**config.mk**
```make
export PLATFORM = sky130hd
export DESIGN_NAME = column_melt_wipe_core
export DESIGN_NICKNAME = d
export VERILOG_FILES = /design/src/sv/cmw_pkg.sv /design/src/sv/cmw_ram.sv /design/src/sv/cmw_ctrl.sv /design/src/sv/cmw_dpath.sv /design/src/sv/column_melt_wipe_core.sv
export SDC_FILE = /design/constraint.sdc
export NUM_CORES = 2
export LEC_CHECK = 0
export BUFFER_PORTS_ARGS = -buffer_cell sky130_fd_sc_hd__clkbuf_2
export CAP_MARGIN = 20
export CORE_MARGIN = 5
export CORE_UTILIZATION = 53
export CTS_BUF_LIST = sky130_fd_sc_hd__clkbuf_2 sky130_fd_sc_hd__clkbuf_4 sky130_fd_sc_hd__clkbuf_8
export CTS_CLUSTER_DIAMETER = 30
export DETAILED_ROUTE_END_ITERATION = 8
export PLACE_DENSITY = 0.7
export REMOVE_ABC_BUFFERS = 1
export SLEW_MARGIN = 10
export SYNTH_ARGS = -nofsm -noshare
export SYNTH_HDL_FRONTEND = slang
export SYNTH_SLANG_ARGS = --single-unit
```
**constraint.sdc**
```tcl
create_clock -name aclk -period 30.7 [get_ports aclk]
set_clock_uncertainty 0.05 [all_clocks]
set_input_delay 6.14 -clock aclk [delete_from_list [all_inputs] [get_ports aclk]]
set_output_delay 6.14 -clock aclk [all_outputs]
set_load 0.02 [all_outputs]
```
**src/sv/cmw_pkg.sv**
```systemverilog
// ----------------------------------------------------------------------------
// cmw_pkg
// Shared types, field layout and helpers for the column melt wipe block.
// ----------------------------------------------------------------------------
package cmw_pkg;

    // Item kinds carried on s_tuser
    localparam logic [1:0] KIND_SEED  = 2'd0;
    localparam logic [1:0] KIND_TICK  = 2'd1;
    localparam logic [1:0] KIND_PIXEL = 2'd2;

    // Field widths
    localparam int KIND_W   = 2;
    localparam int COL_W    = 8;
    localparam int RND_W    = 8;
    localparam int TICK_W   = 4;
    localparam int ROW_W    = 8;
    localparam int PIX_W    = 16;
    localparam int OFFS_W   = 9;

    // Input beat layout (s_tdata), lowest field first
    localparam int S_COL_LSB   = 0;
    localparam int S_RND_LSB   = S_COL_LSB + COL_W;
    localparam int S_TICK_LSB  = S_RND_LSB + RND_W;
    localparam int S_ROW_LSB   = S_TICK_LSB + TICK_W;
    localparam int S_START_LSB = S_ROW_LSB + ROW_W;
    localparam int S_END_LSB   = S_START_LSB + PIX_W;
    localparam int S_USED_W    = S_END_LSB + PIX_W;
    localparam int S_TDATA_W   = ((S_USED_W + 7) / 8) * 8;

    // Result beat layout (m_tdata)
    localparam int M_PIX_LSB  = 0;
    localparam int M_USE_BIT  = M_PIX_LSB + PIX_W;
    localparam int M_DONE_BIT = M_USE_BIT + 1;
    localparam int M_USED_W   = M_DONE_BIT + 1;
    localparam int M_TDATA_W  = ((M_USED_W + 7) / 8) * 8;

    // Offset limits for seeding
    localparam logic signed [OFFS_W-1:0] SEED_CAP   = 9'sd0;
    localparam logic signed [OFFS_W-1:0] SEED_FLOOR = -9'sd15;
    // Melt step: fast growth below this offset, fixed stride above
    localparam logic [7:0] FAST_LIMIT = 8'd16;
    localparam logic [7:0] SLOW_STEP  = 8'd8;

    // Controller to datapath commands
    typedef struct packed {
        logic load;         // capture an input beat
        logic clear_wr;     // write zero at the sweep address
        logic seed_wr;      // write seeded offset for the held column
        logic pix_rd;       // read offset of the held column
        logic pix_capture;  // register composed pixel result
        logic melt_start;   // clear the moved flag
        logic melt_rd;      // read offset at the sweep address for a melt step
        logic emit;         // load the result register
    } cmd_t;

    // Datapath to controller status
    typedef struct packed {
        logic [KIND_W-1:0] kind;
        logic [TICK_W-1:0] tick_count;
        logic              out_free;
    } sts_t;

    // r mod 3 for a byte: base-4 digits sum to the same residue
    function automatic logic [1:0] mod3_byte(input logic [7:0] r);
        logic [3:0] s;
        logic [1:0] m;
        s = {2'b00, r[1:0]} + {2'b00, r[3:2]} + {2'b00, r[5:4]} + {2'b00, r[7:6]};
        case (s) inside
            4'd0, 4'd3, 4'd6, 4'd9, 4'd12: m = 2'd0;
            4'd1, 4'd4, 4'd7, 4'd10:       m = 2'd1;
            default:                       m = 2'd2;
        endcase
        return m;
    endfunction

endpackage

```
**src/sv/cmw_ram.sv**
```systemverilog
// ----------------------------------------------------------------------------
// cmw_ram
// Generic single-write, single-read RAM with registered read data.
// ----------------------------------------------------------------------------
module cmw_ram #(
    parameter int WIDTH = 9,
    parameter int DEPTH = 160
) (
    input  logic                                   aclk,
    input  logic                                   we,
    input  logic [(DEPTH > 1 ? $clog2(DEPTH) : 1)-1:0] waddr,
    input  logic [WIDTH-1:0]                       wdata,
    input  logic                                   re,
    input  logic [(DEPTH > 1 ? $clog2(DEPTH) : 1)-1:0] raddr,
    output logic [WIDTH-1:0]                       rdata
);
    logic [WIDTH-1:0] mem [DEPTH];
    logic [WIDTH-1:0] rdata_reg;

    // Read-first: a same-cycle write is not seen by the read
    always_ff @(posedge aclk) begin
        if (we) begin
            mem[waddr] <= wdata;
        end
        if (re) begin
            rdata_reg <= mem[raddr];
        end
    end

    assign rdata = rdata_reg;
endmodule

```
**src/sv/cmw_ctrl.sv**
```systemverilog
// ----------------------------------------------------------------------------
// cmw_ctrl
// Sequencer: post-reset clear sweep, item dispatch, melt sweeps, result hand-off.
// ----------------------------------------------------------------------------
module cmw_ctrl #(
    parameter int COLUMNS = 160,
    localparam int AW = (COLUMNS > 1) ? $clog2(COLUMNS) : 1
) (
    input  logic                aclk,
    input  logic                aresetn,
    input  logic                s_tvalid,
    output logic                s_tready,
    input  cmw_pkg::sts_t       sts,
    output cmw_pkg::cmd_t       cmd,
    output logic [AW-1:0]       sweep_addr
);
    typedef enum logic [2:0] {
        ST_CLEAR,
        ST_IDLE,
        ST_DISPATCH,
        ST_PIX_DATA,
        ST_MELT,
        ST_DRAIN,
        ST_EMIT
    } state_t;

    localparam logic [AW-1:0] LAST_COL = AW'(COLUMNS - 1);

    state_t                        state_reg, state_next;
    logic [AW-1:0]                 col_reg, col_next;
    logic [cmw_pkg::TICK_W-1:0]    step_reg, step_next;
    logic                          last_col;

    assign last_col   = (col_reg == LAST_COL);
    assign s_tready   = (state_reg == ST_IDLE);
    assign sweep_addr = col_reg;

    // Next state and commands
    always_comb begin
        state_next = state_reg;
        col_next   = col_reg;
        step_next  = step_reg;
        cmd        = '0;
        unique case (state_reg)
            ST_CLEAR: begin
                cmd.clear_wr = 1'b1;
                col_next     = last_col ? '0 : col_reg + AW'(1);
                if (last_col) begin
                    state_next = ST_IDLE;
                end
            end
            ST_IDLE: begin
                cmd.load = s_tvalid;
                if (s_tvalid) begin
                    state_next = ST_DISPATCH;
                end
            end
            ST_DISPATCH: begin
                unique case (sts.kind)
                    cmw_pkg::KIND_SEED: begin
                        cmd.seed_wr = 1'b1;
                        state_next  = ST_IDLE;
                    end
                    cmw_pkg::KIND_TICK: begin
                        cmd.melt_start = 1'b1;
                        col_next       = '0;
                        step_next      = sts.tick_count;
                        state_next     = (sts.tick_count == '0) ? ST_EMIT : ST_MELT;
                    end
                    cmw_pkg::KIND_PIXEL: begin
                        cmd.pix_rd = 1'b1;
                        state_next = ST_PIX_DATA;
                    end
                    default: begin
                        state_next = ST_IDLE;
                    end
                endcase
            end
            ST_PIX_DATA: begin
                cmd.pix_capture = 1'b1;
                state_next      = ST_EMIT;
            end
            ST_MELT: begin
                // one column read per cycle; write-back follows in the next cycle
                cmd.melt_rd = 1'b1;
                if (last_col) begin
                    col_next = '0;
                    if (step_reg == cmw_pkg::TICK_W'(1)) begin
                        state_next = ST_DRAIN;
                    end else begin
                        step_next = step_reg - cmw_pkg::TICK_W'(1);
                    end
                end else begin
                    col_next = col_reg + AW'(1);
                end
            end
            ST_DRAIN: begin
                state_next = ST_EMIT;
            end
            ST_EMIT: begin
                if (sts.out_free) begin
                    cmd.emit   = 1'b1;
                    state_next = ST_IDLE;
                end
            end
            default: begin
                state_next = ST_IDLE;
            end
        endcase
    end

    // State and counters
    always_ff @(posedge aclk) begin
        if (!aresetn) begin
            state_reg <= ST_CLEAR;
            col_reg   <= '0;
            step_reg  <= '0;
        end else begin
            state_reg <= state_next;
            col_reg   <= col_next;
            step_reg  <= step_next;
        end
    end
endmodule

```
**src/sv/cmw_dpath.sv**
```systemverilog
// ----------------------------------------------------------------------------
// cmw_dpath
// Offset store, seed arithmetic, melt step unit, pixel select, result register.
// ----------------------------------------------------------------------------
module cmw_dpath #(
    parameter int COLUMNS = 160,
    parameter int ROWS    = 200,
    localparam int AW = (COLUMNS > 1) ? $clog2(COLUMNS) : 1
) (
    input  logic                               aclk,
    input  logic                               aresetn,
    input  logic [cmw_pkg::KIND_W-1:0]         s_tuser,
    input  logic [cmw_pkg::S_TDATA_W-1:0]      s_tdata,
    output logic                               m_tvalid,
    input  logic                               m_tready,
    output logic [cmw_pkg::M_TDATA_W-1:0]      m_tdata,
    input  cmw_pkg::cmd_t                      cmd,
    input  logic [AW-1:0]                      sweep_addr,
    output cmw_pkg::sts_t                      sts
);
    localparam int OW = cmw_pkg::OFFS_W;
    localparam int PW = cmw_pkg::PIX_W;
    localparam logic [10:0] COLUMNS_W = 11'(COLUMNS);
    localparam logic [9:0]  ROWS_W    = 10'(ROWS);

    // Held item
    logic [cmw_pkg::KIND_W-1:0]  kind_reg;
    logic [cmw_pkg::COL_W-1:0]   column_reg;
    logic [cmw_pkg::RND_W-1:0]   rnd_reg;
    logic [cmw_pkg::TICK_W-1:0]  tick_reg;
    logic [cmw_pkg::ROW_W-1:0]   row_reg;
    logic [PW-1:0]               start_reg;
    logic [PW-1:0]               end_reg;

    logic signed [OW-1:0]        prev_seed_reg;
    logic                        moved_reg;
    logic                        wb_valid_reg;
    logic [AW-1:0]               wb_addr_reg;
    logic                        fwd_reg;
    logic [OW-1:0]               fwd_data_reg;
    logic [PW-1:0]               res_pix_reg;
    logic                        res_use_reg;
    logic                        out_valid_reg;
    logic [PW-1:0]               out_pix_reg;
    logic                        out_use_reg;
    logic                        out_done_reg;

    logic                        col_ok;
    logic [AW-1:0]               col_addr;
    logic                        ram_we, ram_re;
    logic [AW-1:0]               ram_waddr, ram_raddr;
    logic [OW-1:0]               ram_wdata, ram_rdata, offs;
    logic signed [OW:0]          seed_sum;
    logic signed [OW-1:0]        seed_val;
    logic [OW-1:0]               melt_val;
    logic                        melt_moved;
    logic [9:0]                  melt_dy, melt_sum;
    logic signed [OW-1:0]        pix_y;
    logic                        pix_use;

    assign col_ok   = ({3'b000, column_reg} < COLUMNS_W);
    assign col_addr = AW'(column_reg);

    function automatic logic [3:0] rrnd_low(input logic [7:0] r);
        return r[3:0];
    endfunction

    // Seed value from the random byte
    always_comb begin
        seed_sum = OW'(prev_seed_reg) + $signed({8'd0, cmw_pkg::mod3_byte(rnd_reg)}) - 10'sd1;
        if (column_reg == '0) begin
            seed_val = OW'(0) - OW'(rrnd_low(rnd_reg));
        end else if (seed_sum > 10'(cmw_pkg::SEED_CAP)) begin
            seed_val = cmw_pkg::SEED_CAP;
        end else if (seed_sum < 10'(cmw_pkg::SEED_FLOOR)) begin
            seed_val = cmw_pkg::SEED_FLOOR;
        end else begin
            seed_val = OW'(seed_sum);
        end
    end

    // Read data, bypassed when the same entry was written in the read cycle
    assign offs = fwd_reg ? fwd_data_reg : ram_rdata;

    // One melt step on the offset coming back from the store
    always_comb begin
        melt_dy    = (offs[7:0] < cmw_pkg::FAST_LIMIT) ? {2'b00, offs[7:0]} + 10'd1
                                                       : {2'b00, cmw_pkg::SLOW_STEP};
        melt_sum   = {2'b00, offs[7:0]} + melt_dy;
        melt_moved = 1'b0;
        melt_val   = offs;
        if (offs[OW-1]) begin
            melt_val   = offs + OW'(1);
            melt_moved = 1'b1;
        end else if ({2'b00, offs[7:0]} < ROWS_W) begin
            melt_val   = (melt_sum >= ROWS_W) ? OW'(ROWS_W) : OW'(melt_sum);
            melt_moved = 1'b1;
        end
    end

    // Pixel select: end image above the column's offset
    assign pix_y   = col_ok ? $signed(offs) : '0;
    assign pix_use = ($signed({2'b00, row_reg}) < $signed({pix_y[OW-1], pix_y}));

    // Store port muxing
    always_comb begin
        ram_we    = 1'b0;
        ram_waddr = sweep_addr;
        ram_wdata = '0;
        if (cmd.clear_wr) begin
            ram_we = 1'b1;
        end else if (cmd.seed_wr) begin
            ram_we    = col_ok;
            ram_waddr = col_addr;
            ram_wdata = seed_val;
        end else if (wb_valid_reg) begin
            ram_we    = 1'b1;
            ram_waddr = wb_addr_reg;
            ram_wdata = melt_val;
        end
        ram_re    = cmd.pix_rd || cmd.melt_rd;
        ram_raddr = cmd.pix_rd ? col_addr : sweep_addr;
    end

    cmw_ram #(
        .WIDTH (OW),
        .DEPTH (COLUMNS)
    ) u_ram (
        .aclk  (aclk),
        .we    (ram_we),
        .waddr (ram_waddr),
        .wdata (ram_wdata),
        .re    (ram_re),
        .raddr (ram_raddr),
        .rdata (ram_rdata)
    );

    // Control registers
    always_ff @(posedge aclk) begin
        if (!aresetn) begin
            prev_seed_reg <= '0;
            moved_reg     <= 1'b0;
            wb_valid_reg  <= 1'b0;
            fwd_reg       <= 1'b0;
            out_valid_reg <= 1'b0;
        end else begin
            if (cmd.seed_wr && col_ok) begin
                prev_seed_reg <= seed_val;
            end
            if (cmd.melt_start) begin
                moved_reg <= 1'b0;
            end else if (wb_valid_reg && melt_moved) begin
                moved_reg <= 1'b1;
            end
            wb_valid_reg <= cmd.melt_rd;
            fwd_reg      <= ram_we && ram_re && (ram_waddr == ram_raddr);
            if (cmd.emit) begin
                out_valid_reg <= 1'b1;
            end else if (m_tready) begin
                out_valid_reg <= 1'b0;
            end
        end
    end

    // Payload registers
    always_ff @(posedge aclk) begin
        if (cmd.load) begin
            kind_reg   <= s_tuser;
            column_reg <= s_tdata[cmw_pkg::S_COL_LSB +: cmw_pkg::COL_W];
            rnd_reg    <= s_tdata[cmw_pkg::S_RND_LSB +: cmw_pkg::RND_W];
            tick_reg   <= s_tdata[cmw_pkg::S_TICK_LSB +: cmw_pkg::TICK_W];
            row_reg    <= s_tdata[cmw_pkg::S_ROW_LSB +: cmw_pkg::ROW_W];
            start_reg  <= s_tdata[cmw_pkg::S_START_LSB +: PW];
            end_reg    <= s_tdata[cmw_pkg::S_END_LSB +: PW];
        end
        wb_addr_reg  <= sweep_addr;
        fwd_data_reg <= ram_wdata;
        if (cmd.pix_capture) begin
            res_pix_reg <= pix_use ? end_reg : start_reg;
            res_use_reg <= pix_use;
        end
        if (cmd.emit) begin
            if (kind_reg == cmw_pkg::KIND_TICK) begin
                out_pix_reg  <= '0;
                out_use_reg  <= 1'b0;
                out_done_reg <= !moved_reg;
            end else begin
                out_pix_reg  <= res_pix_reg;
                out_use_reg  <= res_use_reg;
                out_done_reg <= 1'b0;
            end
        end
    end

    assign sts.kind       = kind_reg;
    assign sts.tick_count = tick_reg;
    assign sts.out_free   = !out_valid_reg || m_tready;

    assign m_tvalid = out_valid_reg;
    assign m_tdata  = {(cmw_pkg::M_TDATA_W - cmw_pkg::M_USED_W)'(0),
                       out_done_reg, out_use_reg, out_pix_reg};
endmodule

```
**src/sv/column_melt_wipe_core.sv**
```systemverilog
// ----------------------------------------------------------------------------
// column_melt_wipe_core
// Melt-style screen transition: per-column offsets, melt ticks, pixel compose.
// ----------------------------------------------------------------------------
// Items are taken one at a time. A seed beat is accepted, then its offset is
// written; a pixel beat passes through accept, offset read, compose and result
// load; a tick beat passes through accept, tick_count melt sweeps over all
// COLUMNS, a drain state and the result load (no sweeps when tick_count is
// zero): the melt unit reads and writes back one column per cycle through the
// single offset RAM port pair. The result load waits while an earlier result
// is still held on m_tready. The result register lets the next beat be
// accepted while a result waits on m_tready. After reset the offset RAM is
// cleared column by column, during which s_tready stays low.
// ----------------------------------------------------------------------------
module column_melt_wipe_core #(
    parameter int COLUMNS = 160,
    parameter int ROWS    = 200
) (
    input  logic                              aclk,
    input  logic                              aresetn,
    input  logic                              s_tvalid,
    output logic                              s_tready,
    // kind
    input  logic [cmw_pkg::KIND_W-1:0]        s_tuser,
    // column, random_byte, tick_count, row, start_pixel, end_pixel, zero pad
    input  logic [cmw_pkg::S_TDATA_W-1:0]     s_tdata,
    output logic                              m_tvalid,
    input  logic                              m_tready,
    // pixel_out, use_end, done_res, zero pad
    output logic [cmw_pkg::M_TDATA_W-1:0]     m_tdata
);
    localparam int AW = (COLUMNS > 1) ? $clog2(COLUMNS) : 1;

    cmw_pkg::cmd_t  cmd;
    cmw_pkg::sts_t  sts;
    logic [AW-1:0]  sweep_addr;

    cmw_ctrl #(
        .COLUMNS (COLUMNS)
    ) u_ctrl (
        .aclk       (aclk),
        .aresetn    (aresetn),
        .s_tvalid   (s_tvalid),
        .s_tready   (s_tready),
        .sts        (sts),
        .cmd        (cmd),
        .sweep_addr (sweep_addr)
    );

    cmw_dpath #(
        .COLUMNS (COLUMNS),
        .ROWS    (ROWS)
    ) u_dpath (
        .aclk       (aclk),
        .aresetn    (aresetn),
        .s_tuser    (s_tuser),
        .s_tdata    (s_tdata),
        .m_tvalid   (m_tvalid),
        .m_tready   (m_tready),
        .m_tdata    (m_tdata),
        .cmd        (cmd),
        .sweep_addr (sweep_addr),
        .sts        (sts)
    );
endmodule

```
==> results.md <==
* Status: completed
* Global route total overflow at 0
* Root Driver: clkbuf_8
* Post-CTS Setup Repair Bufs at 0
* Final hold vios at 0
* Arr. time, crit path at around 2300 ps
* RSZ-0062 raised after global routing: false
* Mapped Area at ~64000 µm²
* IO Count at between 90 and 100
* Startpoint types: register
* Main synth FF type: edfxtp_1
* Detailed-route DRC error count at 0
* FILL cells at 8791
* Core ar. at about 120000 µm²
* Synthesized area per cell at between 10 and 15 µm²
* Routed Antenna Nets at 0
* Drt total wl at approximately 170000 µm
* Crit Path Class: register to output pin
* Full die area at around 130000 µm²
* Synth Area in Simple Gates at 0.110
* Worst hold-check slack at 398 ps
* CTS tree: done
* Post-synth top area cell: edfxtp_1
* Post-Synth Adder-Cell Area at 0.00719
* P_sw at approximately 1.6 mW
* Pint at about 4.1 mW
* LEAKAGE at approximately 25 nW
* Slowest CP cell: dfxtp_1
* Worst setup EP type: output pin
* Max FFs per register at about 1400
* WL/cell at around 26 µm
* Maximum vdd drop at ~0.000054 V
* Tmin final at 8520 ps
* Fraction of layout cells with a size suffix above 1 at 0.155
* Design area at approximately 73000 µm²
* Count of input and output buffers at 85
* Area fraction in compound gates after synthesis at 0.0588
* Die W at around 360 µm
* Worst path bufs/invs at 1
* Num CTS Buffers at roughly 320
* Pwr/cell area at between 70 and 80 nW/µm²
* First-pass GRT wire length at 250000 µm
* Dpl cell area at around 66000 µm²
* Biggest register: u_dpath.u_ram.mem
* Critical-path cell list: nor3b_1, clkbuf_2
* Data required time at the worst endpoint at approximately 25000 ps
* Setup_tns at 0 ps
* Crit-path max FO at 17
* Xor and xnor area share after synthesis at 0.00299
* Clock power share at 0.406
* Crit path largest cell delay at around 690 ps
* Via count at between 40000 and 50000
* Number of global-route vias before repair at between 30000 and 40000
* Pin count of the biggest net entering global routing at around 120
* Non-filler cells, final at 6600
* Bufs on Longest Clock Path at 4
* Synth top area cells: edfxtp_1 72%, nand2_1 4.9%, mux2i_1 4.4%
* Initial antenna violation count at 6
* Asr flop ratio synth at 0
* Slew headroom at 0.164
* FF+latch count, synth at ~1600
* Reg clk slew, reported paths at 50 ps
* Row count at between 100 and 150
* Max-cap violations at 0
* Htree depth at 5
* Post-synthesis mux area share at 0.0641
* Global Route Usage Sum at 0.262
* Area share of the largest cell type after synthesis at 0.721
* Worst-margin pin slew at approximately 1300 ps
* Netlist cell types at 75
* Worst-Skew Late Latency at 990 ps
* Final Cycle Share at 0.277
* EDFF count, synth at about 1500
* Sink Count at about 1600
* DR pass1 iterations at 8
* Starting density of the core at 0.535
* Sw frac at 0.279
* Slew Viols, Final at 0
* Seq/Total Area, Yosys at 0.735
* Hold Crit Class: register to register
* Area growth from synthesis to layout at 13.8%
* Layout Nets at slightly below 5000
* # resized after CTS at 0
* Seq pwr share at 0.427
* Tot Pwr at approximately 5.6 mW
* Max Freq at roughly 120 MHz
* Delay-heaviest family, CP: flip-flops
* CTS Hold Bufs at 0
* Drt initial violations at between 5000 and 6000
* RePlAce Congestion at slightly below 0.9
* DPL Wire Length at just under 100000 µm
* Die height at 359 µm
* Final Setup Violations at 0
* Via-to-Cell Ratio at 6.13
* Comb pwr share at 0.166
* Placed Cells at ~6000
* Warnings, synthesis at 0
* Synth Instances at ~4500
* Largest family of logic cells by synthesized area: simple AND/OR/NAND/NOR gates
## metrics by stage
stage | setup WS [ps] | utilization
floorplan | 6430 | -
global placement | 22550 | 0.552
detailed placement | 22420 | 0.552
CTS | 22120 | 0.608
global route | 21810 | 0.609
finish | 22180 | 0.609
## worst register-to-register path, stage by stage, from the launching register on
cell and delay, ps:
edfxtp_1 450, ha_1 230, inv_1 60, fa_1 420, fa_1 490, inv_1 40
ha_1 190, fa_1 570, nor3_1 210, a21oi_1 60, a21oi_1 160, a21oi_1 60
ha_1 280, inv_1 40, ha_1 210, fa_1 440, a211oi_1 350, o21ai_0 190
a21o_1 210, a211oi_1 340, o21bai_1 230, and2_1 290, inv_1 180, a21oi_4 780
buf_4 560, buf_4 890
## placed cells by master (no fill, tap or decap), drive strengths merged, types with 36 or more instances in the layout
master,n
a22oi,47
edfxtp,1546
a31oi,67
o22ai,52
clkinv,105
a21oi,213
nand3,331
nor3,36
buf,81
o21ai,71
nand2,837
nor2,244
dfxtp,45
bufinv,37
inv,38
mux4,42
clkbuf,472
nor4,55
mux2i,282
## final timing paths
path	end	cells past startpoint	startpoint	slack, ps
hold / removal	u_dpath.wb_addr_reg[7]$_DFF_P_	0	u_ctrl.sweep_addr[7]$_SDFFE_PN0P_	400
setup reg to reg	u_dpath.u_ram.mem[116][8]$_DFFE_PP_	25	u_dpath.rnd_reg[0]$_DFFE_PP_	22240
setup / recovery	s_tready	2	u_ctrl.state_reg[0]$_SDFFE_PN0P_	22180
hold reg to reg	u_dpath.wb_addr_reg[7]$_DFF_P_	0	u_ctrl.sweep_addr[7]$_SDFFE_PN0P_	400
## synthesized netlist by cell type, types with 17 or more instances
cell type,count
edfxtp_1,1546
nor4_1,55
a21oi_1,213
a22oi_1,47
inv_1,34
nor2_1,240
buf_4,20
nor3_1,36
a31oi_1,67
dfxtp_1,45
nand4_1,27
mux2_2,29
ha_1,29
nand3_1,331
a221oi_1,28
buf_1,17
nand2_1,836
mux4_2,42
nor2b_1,29
o22ai_1,52
clkbuf_1,102
buf_2,110
o21ai_0,64
a32oi_1,28
mux2i_1,281
## power by group through the flow
stage / Combinational (mW) / Sequential, mW / Clock [mW]
after floorplan: 0.775 / 2.45 / 0
after global placement: 0.907 / 2.45 / 0
after detailed placement: 0.918 / 2.45 / 0
after CTS: 0.923 / 2.41 / 2.31
after global routing: 1.00 / 2.41 / 2.43
final: 0.938 / 2.41 / 2.29
## routing by layer
layer / up-vias / wire length, µm / track usage
met5: - / 28 / 0
met4: 6 / 7170 / 0.109
met3: 435 / 19100 / 0.0703
met2: 2379 / 77600 / 0.402
met1: 20000 / 65400 / 0.359
li1: 17600 / - / -
## cells by family (layout without fill, tap and decap cells)
| family | after synthesis | in the layout |
|---|---|---|
| AO/OA/AOI/OAI | 602 | 602 |
| XOR/XNOR | 22 | 22 |
| adder cells (fa/ha/maj) | 34 | 34 |
| buffers and inverters | 297 | 753 |
| flip-flops | 1591 | 1591 |
| multiplexers | 355 | 355 |
| other | 1 | 9 |
| AND/OR/NAND/NOR | 1622 | 1622 |
## area by class of cell
cell class | count | area, µm² | share of cell area
diodes | 2 | 5.00 | 0.0000683
clock buffers | 387 | 4980 | 0.0679
multi-input cells | 2642 | 15900 | 0.217
flip-flops and latches | 1591 | 47300 | 0.646
inverters | 35 | 131 | 0.00179
well taps | 1612 | 2020 | 0.0275
clock inverters | 165 | 1780 | 0.0243
repair buffers | 166 | 1130 | 0.0154
No activity file was read; power rests on OpenSTA's default activity.
